<file path="src/pvp_pkg.sv">
// Shared types and constants for the perspective vertex projection block.
package pvp_pkg;

  localparam int CfgIndexW = 4;
  localparam int ViewW     = 42;
  localparam int NumW      = 58;
  localparam int DivW      = 41;
  localparam int MagW      = 18;
  localparam int DivLat    = 18;

  localparam logic [CfgIndexW-1:0] REG_CAMERA_POS_X  = 4'd0;
  localparam logic [CfgIndexW-1:0] REG_CAMERA_POS_Y  = 4'd1;
  localparam logic [CfgIndexW-1:0] REG_CAMERA_POS_Z  = 4'd2;
  localparam logic [CfgIndexW-1:0] REG_PITCH_SIN_COS = 4'd3;
  localparam logic [CfgIndexW-1:0] REG_YAW_SIN_COS   = 4'd4;
  localparam logic [CfgIndexW-1:0] REG_ROLL_SIN_COS  = 4'd5;
  localparam logic [CfgIndexW-1:0] REG_FOCAL_SCALE   = 4'd6;
  localparam logic [CfgIndexW-1:0] REG_SCREEN_ORIGIN = 4'd7;

  localparam logic [1:0] STATUS_VISIBLE  = 2'd0;
  localparam logic [1:0] STATUS_BEHIND   = 2'd1;
  localparam logic [1:0] STATUS_ON_PLANE = 2'd2;

  localparam logic [MagW-1:0] MAG_SAT = 18'd131072;

  typedef struct packed {
    logic signed [31:0] vertex_x;
    logic signed [31:0] vertex_y;
    logic signed [31:0] vertex_z;
  } vertex_t;

  typedef struct packed {
    logic signed [15:0] screen_x;
    logic signed [15:0] screen_y;
    logic [1:0]         status;
  } result_t;

  typedef struct packed {
    logic signed [31:0] cam_x;
    logic signed [31:0] cam_y;
    logic signed [31:0] cam_z;
    logic [31:0]        pitch;
    logic [31:0]        yaw;
    logic [31:0]        roll;
  } cam_t;

  typedef struct packed {
    logic signed [ViewW-1:0] dx;
    logic signed [ViewW-1:0] dy;
    logic signed [ViewW-1:0] dz;
  } view_t;

  typedef struct packed {
    logic [1:0] status;
    logic       neg_x;
    logic       neg_y;
  } side_t;

endpackage

</file>
<file path="src/pvp_queue.sv">
// Two-entry queue between the rotation front and the projection back.
module pvp_queue (
  input  logic           clk,
  input  logic           rst,
  input  logic           push,
  input  pvp_pkg::view_t push_data,
  input  logic           pop,
  output logic           not_empty,
  output logic           full,
  output pvp_pkg::view_t pop_data
);

  pvp_pkg::view_t mem [2];
  logic       wr_ptr, rd_ptr;
  logic [1:0] count;

  logic do_push, do_pop;
  assign do_push = push && !full;
  assign do_pop  = pop && not_empty;

  always_ff @(posedge clk) begin
    if (rst) begin
      wr_ptr <= 1'b0;
      rd_ptr <= 1'b0;
      count  <= '0;
    end else begin
      if (do_push) begin
        wr_ptr <= ~wr_ptr;
      end
      if (do_pop) begin
        rd_ptr <= ~rd_ptr;
      end
      count <= count + 2'(do_push) - 2'(do_pop);
    end
  end

  always_ff @(posedge clk) begin
    if (do_push) begin
      mem[wr_ptr] <= push_data;
    end
  end

  assign not_empty = (count != 2'd0);
  assign full      = (count == 2'd2);
  assign pop_data  = mem[rd_ptr];

endmodule

</file>
<file path="config.mk">
export PLATFORM = sky130hd
export DESIGN_NAME = pvp_queue
export DESIGN_NICKNAME = d
export VERILOG_FILES = /design/src/pvp_pkg.sv /design/src/pvp_queue.sv
export SDC_FILE = /design/constraint.sdc
export NUM_CORES = 1
export LEC_CHECK = 0
export ABC_AREA = 1
export BUFFER_PORTS_ARGS = -buffer_cell sky130_fd_sc_hd__clkbuf_2
export CELL_PAD_IN_SITES_DETAIL_PLACEMENT = 1
export CELL_PAD_IN_SITES_GLOBAL_PLACEMENT = 1
export CORE_MARGIN = 4
export CORE_UTILIZATION = 43
export CTS_CLUSTER_DIAMETER = 50
export CTS_CLUSTER_SIZE = 8
export DETAILED_ROUTE_END_ITERATION = 10
export PLACE_DENSITY_LB_ADDON = 0.1
export SLEW_MARGIN = 20
export SYNTH_ARGS = -nofsm -noshare
export SYNTH_HDL_FRONTEND = slang
export SYNTH_SLANG_ARGS = --single-unit
</file>
<file path="constraint.sdc">
create_clock -name clk -period 10.4 [get_ports clk]
set_input_delay 2.08 -clock clk [delete_from_list [all_inputs] [get_ports clk]]
set_output_delay 2.08 -clock clk [all_outputs]
set_load 0.01 [all_outputs]
</file>
==> metrics.cfg <==
[clock_tree]
cts_tree = yes
cts_resized = 0
clock_path_buffers = 3
hold_buffers = 0
clk_latency_ns = 0.49
clock_sinks = 257
cts_max_level = 2
cts.reportedPaths.clkPinSlew_ns = 0.05
cts_setup_buffers = 0
cts-root-buf = clkbuf_16
cts_buffers = 38

[final_layout]
syn_to_final_growth_pct = 27.87
final_layout_size_suffix_gt1_share_pct = 59.34
num_antenna_cells = 0
nNetsFinal = 850

[timing]
min_period_ns = 4.640
fin_skew_ns = 0.01573
maxSlewViolCount = 0
finalHoldViolations = 0
slew_headroom_pct = 35.29
max_freq_mhz = 215.5
finalSetupTns_ns = 0
worst_slack_ns = 5.760
finalCritPeriodShare_pct = 44.61
rsz0062_at_grt = false
setup_viol = 0
tightestPinTransition_ns = 0.9707

[placement]
place_congestion = 0.7196
io_buffers = 257
pre_cts_slack_ns = 6.078
dp_hpwl_um = 13300

[drt]
wl_per_cell_um = 19.55
route.detailed.drc = 0
viasPerCell = 4.858
drt-initial-drc-count = 198
vias = 4897
dr.pass1.iters = 4
wirelength_um = 19710
postRouteAntennaNets = 0

[synth]
syn_inst = 430
synth_area_um2 = 9492
yosysWarnings = 0
yosysMostFrequentCell = edfxtp_1
synthFlopType = edfxtp_1
synth-edff-count = 252
synth_commonest_cells = edfxtp_1, mux2_2, mux2_4, inv_1, nor2_1
ys_async_sr_fraction_pct = 0
synth_fp_nets = 562
synth_top_area_share_pct = 79.73
ys_ff_latch = 257
yosys-top-cells-area = edfxtp_1, mux2_2, mux2_4
ys_types = 12
ys_seq_area_share_pct = 80.78
synth_largest_area_cell = edfxtp_1
syn_avg_cell_area_um2 = 22.07

[floorplan]
die_height_um = 156.6
pin_count = 258
initial_core_util_pct = 43.63
core-area_um2 = 21760
chipWidth_um = 156.6
rows = 54
die-area_um2 = 24510

[critical_path]
path_max_fanout = 49
cp.required_ns = 8.32
cp.arrival_ns = 2.56
start_kind = flop
critPathCaptureType = output port
critical_path_class = reg2out

[global_route]
grt_max_degree = 82
grt_pass1_vias = 5443
grt_pass1_wl_um = 29790
antenna_found_initial = 1
track_usage_pct = 15.86
overflow = 0

[flow_run]
drv_cap = 0

[power_and_ir_drop]
p_leak_nw = 4.714
cellPowerDensity_nw_per_um2 = 255.3
ir_drop_mv = 0.1905

[status]
status = finished clean

[min_path]
min_path_type = reg2reg

[path summary, 6_finish.rpt]
path | start | endpoint | slack (ns) | depth (start not counted)
worst max-delay path | flop | pop_data[1] | 5.76 | 3
worst min-delay path | rd_ptr$_SDFFE_PP0P_ | flop | 0.52 | 2
worst max register to register | count[0]$_SDFF_PP0_ | mem[1][49]$_DFFE_PP_ | 8.02 | 5
worst min register to register | rd_ptr$_SDFFE_PP0P_ | flop | 0.52 | 2
[power by group]
group	switching (mW)	internal [mW]	total [mW]
Clock	0.384	0.691	1.07
Combinational	0.348	0.306	0.654
Sequential	0.0550	1.32	1.37
[per-layer routing]
layer	vias up	global-route usage, %	part of all wire (%)
met5	-	0	0.066
met4	2	4.339	1.6
met3	28	6.056	8.9
met2	189	27.13	51
met1	2420	18.87	39
li1	2258	-	-
[critical path: stages (launching register included)]
cell and delay (ns):
dfxtp_4 0.74, buf_4 0.71, mux2_2 0.41, clkbuf_2 0.13
[final cells by class]
cell class,count,area [µm²]
Multi-Input combinational cell,150,1690
Sequential cell,257,7671
Clock buffer,47,1006
Tap cell,280,350.3
Timing Repair Buffer,262,1340
Inverter,9,36.28
Fill cell,2035,9619
Clock inverter,3,42.54
[registers in the layout, summed over array words and instances, names as in the netlist, named ones only]
name    count
mem       252
count       2
rd_ptr      1
wr_ptr      1
[per-stage QoR]
step | utilization (%) | hold WS (ns) | cells | total power, mW | area, µm²
finish | 55.79 | 0.5230 | 1008 | 3.099 | 12140
global route | 55.79 | 0.5533 | 1008 | 3.262 | 12140
CTS | 55.77 | 0.5245 | 1008 | 3.155 | 12130
detailed placement | 50.95 | 0.5127 | 958 | 2.061 | 11080
global placement | 50.86 | 0.4898 | 957 | 2.036 | 11060
floorplan | - | 0.4675 | 430 | 1.816 | 9492
[placed cells by master (no fill, tap or decap), drive strengths merged]
| master | n |
|---|---|
| clkbuf | 304 |
| edfxtp | 252 |
| mux2 | 126 |
| inv | 10 |
| nor2 | 9 |
| nand2 | 8 |
| dfxtp | 5 |
| buf | 5 |
| nand3 | 3 |
| a21oi | 2 |
| ha | 2 |
| clkinv | 1 |
| bufinv | 1 |
[cells by family (layout without fill, tap and decap cells)]
logic type               Yosys count  count (layout)  share of synthesized area, %
adder cells (fa/ha/maj)            2               2                        0.2636
multiplexers                     126             126                         16.53
buffers and inverters             23             321                         1.490
AND/OR/NAND/NOR                   20              20                        0.8304
AO/OA/AOI/OAI                      2               2                        0.1055
flip-flops                       257             257                         80.78
No activity file was read; power rests on OpenSTA's default activity.
